==> config.mk <==
export PLATFORM = sky130hd
export DESIGN_NAME = spdif_subframe_formatter_core
export DESIGN_NICKNAME = d
export VERILOG_FILES = /design/src/hw/rtl/sfmt_pkg.sv /design/src/hw/rtl/sfmt_lane.sv /design/src/hw/rtl/sfmt_merge.sv /design/src/hw/rtl/spdif_subframe_formatter_core.sv
export SDC_FILE = /design/constraint.sdc
export NUM_CORES = 1
export LEC_CHECK = 0
export ABC_AREA = 1
export BUFFER_PORTS_ARGS = -buffer_cell sky130_fd_sc_hd__buf_2
export CAP_MARGIN = 10
export CORE_MARGIN = 4
export CORE_UTILIZATION = 41
export CTS_CLUSTER_DIAMETER = 100
export DETAILED_ROUTE_END_ITERATION = 8
export RECOVER_POWER = 25
export SETUP_SLACK_MARGIN = 0.5
export SLEW_MARGIN = 25
export SYNTH_ARGS = -nofsm -noshare
export SYNTH_HDL_FRONTEND = slang
export SYNTH_SLANG_ARGS = --single-unit
==> constraint.sdc <==
create_clock -name i_clk -period 2.8 [get_ports i_clk]
set_input_delay 0.28 -clock i_clk [delete_from_list [all_inputs] [get_ports i_clk]]
set_output_delay 0.28 -clock i_clk [all_outputs]
set_load 0.005 [all_outputs]
==> src/hw/rtl/sfmt_pkg.sv <==
`timescale 1ns / 1ps
// ----------------------------------------------------------------------------
// sfmt_pkg
// Shared constants and types for the S/PDIF subframe formatter.
// ----------------------------------------------------------------------------
package sfmt_pkg;

    // block geometry
    localparam int FRAMES_PER_BLOCK = 192;
    localparam int FRAME_W          = $clog2(FRAMES_PER_BLOCK);

    // channel-status word
    localparam int STATUS_BITS  = 48;
    localparam int STATUS_IDX_W = $clog2(STATUS_BITS);

    // subframe layout
    localparam int WORD_W     = 32;
    localparam int SAMPLE_W   = 32;
    localparam int AUDIO_W    = 24;
    localparam int PRE_W      = 4;
    localparam int NARROW_W   = 16;

    // configuration port
    localparam int CFG_IDX_W  = 3;
    localparam int CFG_DATA_W = STATUS_BITS;

    typedef enum logic [CFG_IDX_W-1:0] {
        CFG_WIDE_SAMPLES   = 3'd0,
        CFG_STATUS_LEFT    = 3'd1,
        CFG_STATUS_RIGHT   = 3'd2,
        CFG_PRE_BLOCK      = 3'd3,
        CFG_PRE_LEFT       = 3'd4,
        CFG_PRE_RIGHT      = 3'd5
    } t_cfg_idx;

    // per-lane formatting controls
    typedef struct packed {
        logic                   wide;
        logic [PRE_W-1:0]       preamble;
        logic [STATUS_BITS-1:0] status;
        logic [FRAME_W-1:0]     frame;
    } t_lane_ctrl;

endpackage

==> src/hw/rtl/sfmt_lane.sv <==
`timescale 1ns / 1ps
// ----------------------------------------------------------------------------
// sfmt_lane
// Formats one sample into a subframe word: audio placement, preamble and
// channel-status bit.
// ----------------------------------------------------------------------------
module sfmt_lane
    import sfmt_pkg::*;
(
    input  logic [SAMPLE_W-1:0] i_sample,
    input  t_lane_ctrl          i_ctrl,
    output logic [WORD_W-1:0]   o_word
);

    logic [AUDIO_W-1:0] audio;
    logic               st_bit;

    // audio: top 24 bits in wide mode, low 16 bits left-aligned otherwise
    always_comb begin
        if (i_ctrl.wide) begin
            audio = i_sample[SAMPLE_W-1 -: AUDIO_W];
        end else begin
            audio = {i_sample[NARROW_W-1:0], {(AUDIO_W-NARROW_W){1'b0}}};
        end
    end

    // status bit only for frames 1..47
    always_comb begin
        if ((i_ctrl.frame != '0) && (i_ctrl.frame < FRAME_W'(STATUS_BITS))) begin
            st_bit = i_ctrl.status[i_ctrl.frame[STATUS_IDX_W-1:0]];
        end else begin
            st_bit = 1'b0;
        end
    end

    assign o_word = {1'b0, st_bit, 2'b00, audio, i_ctrl.preamble};

endmodule

==> src/hw/rtl/sfmt_merge.sv <==
`timescale 1ns / 1ps
// ----------------------------------------------------------------------------
// sfmt_merge
// Holds the two lane words of a frame and sends them out left then right.
// ----------------------------------------------------------------------------
module sfmt_merge
    import sfmt_pkg::*;
(
    input  logic              i_clk,
    input  logic              i_rst_n,
    input  logic              i_valid,
    output logic              o_stall,
    input  logic [WORD_W-1:0] i_left_word,
    input  logic [WORD_W-1:0] i_right_word,
    output logic              o_valid,
    input  logic              i_stall,
    output logic [WORD_W-1:0] o_word,
    output logic              o_last
);

    logic              r_full;
    logic              r_phase;
    logic [WORD_W-1:0] r_left;
    logic [WORD_W-1:0] r_right;
    logic              last_out;
    logic              load;

    // right word leaving frees the pair buffer this cycle
    assign last_out = r_full && r_phase && !i_stall;
    assign o_stall  = r_full && !last_out;
    assign load     = i_valid && !o_stall;

    // control
    always_ff @(posedge i_clk) begin
        if (!i_rst_n) begin
            r_full  <= 1'b0;
            r_phase <= 1'b0;
        end else begin
            if (load) begin
                r_full  <= 1'b1;
                r_phase <= 1'b0;
            end else if (last_out) begin
                r_full  <= 1'b0;
                r_phase <= 1'b0;
            end else if (r_full && !i_stall) begin
                r_phase <= 1'b1;
            end
        end
    end

    // pair buffer
    always_ff @(posedge i_clk) begin
        if (load) begin
            r_left  <= i_left_word;
            r_right <= i_right_word;
        end
    end

    assign o_valid = r_full;
    assign o_word  = r_phase ? r_right : r_left;
    assign o_last  = r_phase;

endmodule

==> src/hw/rtl/spdif_subframe_formatter_core.sv <==
`timescale 1ns / 1ps
// Flow: a frame accepted at a clock edge is registered in the pair buffer;
//   its left word shows after that edge, the right word once the left leaves.
// Output: each frame leaves as two words on the single-word output channel.
//   A new frame is taken in the cycle its predecessor's right word leaves.
// Reset (synchronous, active low): frame counter and all config registers
//   go to 0, the output buffer empties.
// ----------------------------------------------------------------------------
// spdif_subframe_formatter_core
// Two lanes format the left and right subframes of a frame side by side;
// a merge stage sends them out as consecutive words.
// ----------------------------------------------------------------------------
module spdif_subframe_formatter_core
    import sfmt_pkg::*;
(
    input  logic                  i_clk,
    input  logic                  i_rst_n,
    // configuration
    input  logic                  i_cfg_we,
    input  logic [CFG_IDX_W-1:0]  i_cfg_index,
    input  logic [CFG_DATA_W-1:0] i_cfg_data,
    // frame input
    input  logic                  i_in_valid,
    output logic                  o_in_stall,
    input  logic [SAMPLE_W-1:0]   i_left_sample,
    input  logic [SAMPLE_W-1:0]   i_right_sample,
    // subframe output
    output logic                  o_out_valid,
    input  logic                  i_out_stall,
    output logic [WORD_W-1:0]     o_subframe_word,
    output logic                  o_frame_done
);

    logic                   r_wide;
    logic [STATUS_BITS-1:0] r_status_l;
    logic [STATUS_BITS-1:0] r_status_r;
    logic [PRE_W-1:0]       r_pre_block;
    logic [PRE_W-1:0]       r_pre_left;
    logic [PRE_W-1:0]       r_pre_right;
    logic [FRAME_W-1:0]     r_frame;
    logic [FRAME_W-1:0]     n_frame;

    t_lane_ctrl        ctrl_l;
    t_lane_ctrl        ctrl_r;
    logic [WORD_W-1:0] word_l;
    logic [WORD_W-1:0] word_r;
    logic              accept;

    // config registers
    always_ff @(posedge i_clk) begin
        if (!i_rst_n) begin
            r_wide      <= 1'b0;
            r_status_l  <= '0;
            r_status_r  <= '0;
            r_pre_block <= '0;
            r_pre_left  <= '0;
            r_pre_right <= '0;
        end else if (i_cfg_we) begin
            case (t_cfg_idx'(i_cfg_index))
                CFG_WIDE_SAMPLES: r_wide      <= i_cfg_data[0];
                CFG_STATUS_LEFT:  r_status_l  <= i_cfg_data;
                CFG_STATUS_RIGHT: r_status_r  <= i_cfg_data;
                CFG_PRE_BLOCK:    r_pre_block <= i_cfg_data[PRE_W-1:0];
                CFG_PRE_LEFT:     r_pre_left  <= i_cfg_data[PRE_W-1:0];
                CFG_PRE_RIGHT:    r_pre_right <= i_cfg_data[PRE_W-1:0];
                default: ;
            endcase
        end
    end

    assign accept = i_in_valid && !o_in_stall;

    // frame counter, wraps at block end
    always_comb begin
        if (r_frame == FRAME_W'(FRAMES_PER_BLOCK - 1)) begin
            n_frame = '0;
        end else begin
            n_frame = r_frame + FRAME_W'(1);
        end
    end

    always_ff @(posedge i_clk) begin
        if (!i_rst_n) begin
            r_frame <= '0;
        end else if (accept) begin
            r_frame <= n_frame;
        end
    end

    // lane controls
    always_comb begin
        ctrl_l.wide     = r_wide;
        ctrl_l.preamble = (r_frame == '0) ? r_pre_block : r_pre_left;
        ctrl_l.status   = r_status_l;
        ctrl_l.frame    = r_frame;
        ctrl_r.wide     = r_wide;
        ctrl_r.preamble = r_pre_right;
        ctrl_r.status   = r_status_r;
        ctrl_r.frame    = r_frame;
    end

    sfmt_lane u_lane_l (
        .i_sample (i_left_sample),
        .i_ctrl   (ctrl_l),
        .o_word   (word_l)
    );

    sfmt_lane u_lane_r (
        .i_sample (i_right_sample),
        .i_ctrl   (ctrl_r),
        .o_word   (word_r)
    );

    sfmt_merge u_merge (
        .i_clk        (i_clk),
        .i_rst_n      (i_rst_n),
        .i_valid      (i_in_valid),
        .o_stall      (o_in_stall),
        .i_left_word  (word_l),
        .i_right_word (word_r),
        .o_valid      (o_out_valid),
        .i_stall      (i_out_stall),
        .o_word       (o_subframe_word),
        .o_last       (o_frame_done)
    );

endmodule
==> results of run 1 <==
[worst paths after layout]
| check | from | to | slack, ns | cells past startpoint |
|---|---|---|---|---|
| worst max register to register | u_merge.o_last | u_merge.r_left[8] | 0.60 | 4 |
| worst max-delay path | i_cfg_index[2] | r_status_l[33] | 0.57 | 9 |
| worst min-delay path | i_in_valid | u_merge.o_valid | 0.08 | 3 |
| worst min register to register | r_pre_right[1] | u_merge.r_right[1] | 0.43 | 0 |
[layout make-up]
class / count / share of cell area [%]
inverters: 100 / 4.00
multi-input cells: 656 / 33.1
diodes: 1 / 0.0265
clock inverters: 14 / 1.73
repair buffers: 168 / 9.49
well taps: 260 / 3.44
clock buffers: 18 / 4.54
flip-flops and latches: 177 / 43.6
[sequential cells by signal, summed over array words and instances, names as in the netlist]
name	count
u_merge.o_valid	1
u_merge.o_last	1
r_status_r	48
r_wide	1
r_pre_left	4
u_merge.r_left	29
r_pre_right	4
r_frame	8
r_pre_block	4
r_status_l	48
u_merge.r_right	29
[stage by stage]
stage	hold WS (ns)	setup WS, ns
after floorplan	0.401	0.546
after global placement	0.407	0.664
after detailed placement	0.412	0.723
after CTS	0.0716	0.591
after global routing	0.0888	0.325
final	0.0819	0.571
[metal layers]
layer  share of wire (%)  track usage, %
met5                   0               0
met4                 2.3            6.99
met3                 4.0            3.55
met2                  48            30.2
met1                  45            23.6
[placed cells by master, fill, tap and decap left out, types with 4 or more instances in the layout]
master	Yosys	routed
a21oi_1	77	77
buf_2	16	148
buf_4	5	13
clkbuf_1	36	6
clkbuf_16	0	17
clkinv_1	0	5
clkinv_4	0	4
dfxtp_1	119	118
edfxtp_1	58	58
inv_1	97	96
mux2_2	32	32
nand2_1	211	211
nand3_1	55	54
nor2_1	123	125
nor3_1	6	7
o211ai_1	15	15
o21ai_0	120	120
[power breakdown]
part / switching [W] / internal [W] / total [W]
Sequential: 0.0000360 / 0.00277 / 0.00280
Combinational: 0.000368 / 0.000233 / 0.000601
Clock: 0.00101 / 0.00140 / 0.00241
[critical path, cell delays in order]
cell	delay [ns]
buf_2	0.10
nor2_1	0.18
clkinv_1	0.13
nor2_1	0.13
clkbuf_1	0.89
inv_1	0.23
buf_4	0.32
o21ai_0	0.20
a21oi_1	0.05
[logic make-up after synthesis]
logic type | share of synthesized area (%)
other | 0.0473
flip-flops | 52.0
adder cells (fa/ha/maj) | 0.316
multiplexers | 4.54
AND/OR/NAND/NOR | 20.6
AO/OA/AOI/OAI | 14.0
buffers and inverters | 8.49
==> results.md, run 1 <==
- Run status: complete, no violations
- Area occupied by multi-input gates: 3130 um2
- Layout cells sized above 1: 20.2%
- EDFF count, synth: 58
- WL final: 19900 um
- Die ar.: 21600 um2
- Fin nets: 1242
- Post-route ant nets: 0
- Core Util, Final: 50.0%
- Final instance area: 9460 um2
- Critical Path AT: 2.54 ns
- Syn Area/Cell: 7.98 um2
- Final TNS setup: 0 ns
- Initial antenna violation count: 1
- Setup CP Type: in -> reg
- Critical Path Sink Type: register
- # setup viols final: 0
- Die X: 147 um
- Post-DP Area: 8890 um2
- # IOs: 155
- Gates resized, CTS repair: 0
- Clock Latency Late Sink: 0.43 ns
- Total power: 0.00581 W
- Worst slew pin tran: 1.20 ns
- Number of CTS-inserted buffers: 17
- Largest net degree at the start of global routing: 72
- Clk root buf: clkbuf_16
- Primary FF master, synth: dfxtp_1
- Gr usage total: 18.2%
- Global-route wire length before repair: 32100 um
- CP Max Fanout: 31
- Setup bufs post-CTS: 0
- First-pass detailed-route iteration total: 5
- Layout area overhead: 19.2%
- Placer Congestion: 0.852
- Most frequent cells after synthesis: nand2_1, nor2_1, o21ai_0
- Initial DRC count: 361
- FFs w/ async S/R, synth: 0%
- Fmax achieved: 449 MHz
- Worst slew margin: 20.3%
- YS warnings: 0
- Unrepaired setup endpoints after global routing: no
- VDD IR max: 0.000404 V
- Initial core utilization: 42.0%
- CTS tree: yes
- Max-cap violations: 0
- HPWL Detailed: 13300 um
- Clock transition at path regs: 0.07 ns
- Filler instances: 1904
- Required time of the worst setup path: 3.11 ns
- Sequential fraction of the synthesis area: 52.0%
- DRC violations left: 0
- Hold WC Path Type: in -> reg
- P per Cell Area: 615 nW/um2
- Crit start category: primary input
- Clk_skew: 0.00716 ns
- Final Hold Violating Endpoints: 0
- Min Clock Period, post-route: 2.23 ns
- Synth area leader: dfxtp_1
- Ranking of synthesized cells by area: dfxtp_1, edfxtp_1, nand2_1
- Standby leakage power: 4.13 nW
- Drt via density: 4.84
- Final period utilization: 79.6%
- Most numerous cell in the Yosys netlist: nand2_1
- Gr ovfl total: 0
- Sink Count: 177
- Core Region: 18900 um2
- Placed cells: 1361
- Die H: 147 um
- Routed via count: 6745
- CTS H-tree lvls: 4
- Vias in the first global route: 6359
- Wirelength per Cell: 14.3 um
- Post-synthesis cell type count: 26
- Row cnt: 50
- Final Slew Violations: 0
- Hold_buf cts: 0
- Non-Filler Instances: 1394
- Port Buffers: 151
- FF+latch count, synth: 177
- Reg area: 4130 um2
- Cell area after synthesis: 7930 um2
- Top-area cell type share of the netlist area: 30.0%
- Syn Inst Count: 994
- Clock buffer depth: 2
Power figures use the tool's default switching activity.
==> inputs of run 2 (changes only) <==
- clock period: 2.8 -> 1.9 ns (I/O delays scaled with it)
==> run 2 against run 1 <==
Compared with the run above:
- final area up 12%
- utilization up 6.2 points
- first-iteration DRC count up 43%
- clock power up 50%
- final cell count up 3.4%
- sequential power up 49%
- global-route usage up 1.1 points
- critical path type is now reg -> out
- largest power group unchanged
==> results.md, run 2 (same netlist as run 1, synthesis figures left out) <==
- Number of CTS-inserted buffers: 17
- Regs by FF count: r_status_l: 48 flops, r_status_r: 48 flops
- Row cnt: 50
- Drt via density: 4.96
- Standby leakage power: 4.57 nW
- Fmax achieved: 619 MHz
- Sink Count: 177
- Vias in the first global route: 6694
- Global-route wire length before repair: 33800 um
- Gr ovfl total: 0
- # IOs: 155
- Largest net degree at the start of global routing: 75
- Die H: 147 um
- Layout area overhead: 34.1%
- Required time of the worst setup path: 1.71 ns
- Net Switching: 0.00234 W
- Max-cap violations: 0
- Initial core utilization: 42.0%
- # setup viols final: 0
- Worst slew margin: 33.9%
- Initial antenna violation count: 1
- Clk root buf: clkbuf_16
- Layout cells sized above 1: 28.0%
- CTS tree: yes
- Clock Latency Late Sink: 0.44 ns
- Post-route ant nets: 0
- Hold WC Path Type: in -> reg
- Core Region: 18900 um2
- CTS H-tree lvls: 4
- WL final: 22500 um
- Sw frac: 26.1%
- Final Hold Violating Endpoints: 0
- Worst slew pin tran: 0.992 ns
- Internal power: 0.00663 W
- First-pass detailed-route iteration total: 5
- Fraction of power consumed by sequential logic: 46.4%
- Fin nets: 1289
- Gr usage total: 19.3%
- CP Max Fanout: 7
- Die X: 147 um
- Clock buffer depth: 2
- Filler instances: 1782
- Die ar.: 21600 um2
- Final TNS setup: 0 ns
- Core Util, Final: 56.3%
- Initial DRC count: 516
- Wirelength per Cell: 15.6 um
- Port Buffers: 151
- Clock transition at path regs: 0.08 ns
- Critical Path AT: 1.43 ns
- Critical Path Sink Type: primary output
- Min Clock Period, post-route: 1.62 ns
- Crit start category: register
- Run status: complete, no violations
- Placed cells: 1366
- VDD IR max: 0.000730 V
- Setup CP Type: reg -> out
- Clock share of power: 40.2%
- P per Cell Area: 844 nW/um2
- Placer Congestion: 0.840
- Most frequent cells in the layout: nand2_1, buf_2, nor2_1
- HPWL Detailed: 13800 um
- Clk_skew: 0.0130 ns
- Non-Filler Instances: 1441
- Combinational share of power: 13.4%
- Commonest non-fill, non-tap cell in the layout: nand2_1
- Routed via count: 7144
- DRC violations left: 0
- Unrepaired setup endpoints after global routing: yes
- Final period utilization: 85.1%
- Final Slew Violations: 0
## run 2: changes by cell type in the layout (fill, tap and decap cells not counted), moves of 8 or more
cell           previous run  this run
dlygate4sd3_1             0        17
nand2_2                   0        25
nand2_4                   0        18
clkbuf_16                17        29
nand2_1                 211       168
buf_2                   148       140
buf_6                     0        13
## run 2: layout make-up
cell class	count	area [um2]	area share, %
antenna	1	2.50	0.0235
clock buffer	17	425	4.00
sequential	177	4140	38.9
clock inverter	15	178	1.67
inverter	100	393	3.69
multi-input combinational	656	3400	32.0
tap	260	325	3.06
timing repair buffer	215	1770	16.7
## run 2: metal layers
metal / vias to the layer above / track usage (%) / wire, um
met1: 3340 / 24.4 / 9740
met2: 175 / 33.5 / 11300
li1: 3603 / - / -
met3: 26 / 3.95 / 1100
met4: 0 / 5.31 / 338
met5: - / 0 / 0
## run 2: worst paths after layout
| path | cells past startpoint | endpoint | slack [ns] | from |
|---|---|---|---|---|
| hold / removal | 3 | r_status_l[25] | 0.005 | i_cfg_data[25] |
| setup reg to reg | 7 | u_merge.r_left[1] | 0.29 | r_frame[0] |
| setup / recovery | 5 | o_subframe_word[11] | 0.28 | u_merge.o_last |
| hold reg to reg | 0 | u_merge.r_right[1] | 0.42 | r_pre_right[1] |
## run 2: through the flow
step | setup WS [ns] | area (um2) | power, W | hold WS, ns
after detailed placement | 0.172 | 8990 | 0.00514 | 0.414
after global routing | 0.183 | 10600 | 0.00935 | 0.000755
after global placement | 0.150 | 8990 | 0.00513 | 0.409
after floorplan | -0.239 | 8000 | 0.00476 | 0.311
after CTS | 0.316 | 9900 | 0.00880 | 0.00181
final | 0.284 | 10600 | 0.00898 | 0.00514
## run 2: critical path, stage by stage (launching register included)
cell and delay [ns]:
dfxtp_4 0.47, inv_8 0.07, clkbuf_16 0.18, nand2_2 0.07, nand2_1 0.06, buf_2 0.13
## run 2: what timing repair did
| action | CTS | global route |
|---|---|---|
| pin swaps | 0 | 7 |
| hold endpoints to repair | 25 | 0 |
| cloned | 2 | 17 |
| setup buffers | 2 | 4 |
| hold buffers | 17 | 0 |
| resized for setup | 20 | 93 |
| endpoints found under the setup margin | 63 | 110 |
## run 2: power groups by stage
| stage | clock (W) | sequential [W] | combinational, W |
|---|---|---|---|
| after global placement | 0 | 0.00422 | 0.000915 |
| final | 0.00361 | 0.00416 | 0.00120 |
| after detailed placement | 0 | 0.00422 | 0.000922 |
| after floorplan | 0 | 0.00420 | 0.000557 |
| after global routing | 0.00384 | 0.00418 | 0.00133 |
| after CTS | 0.00367 | 0.00414 | 0.000994 |
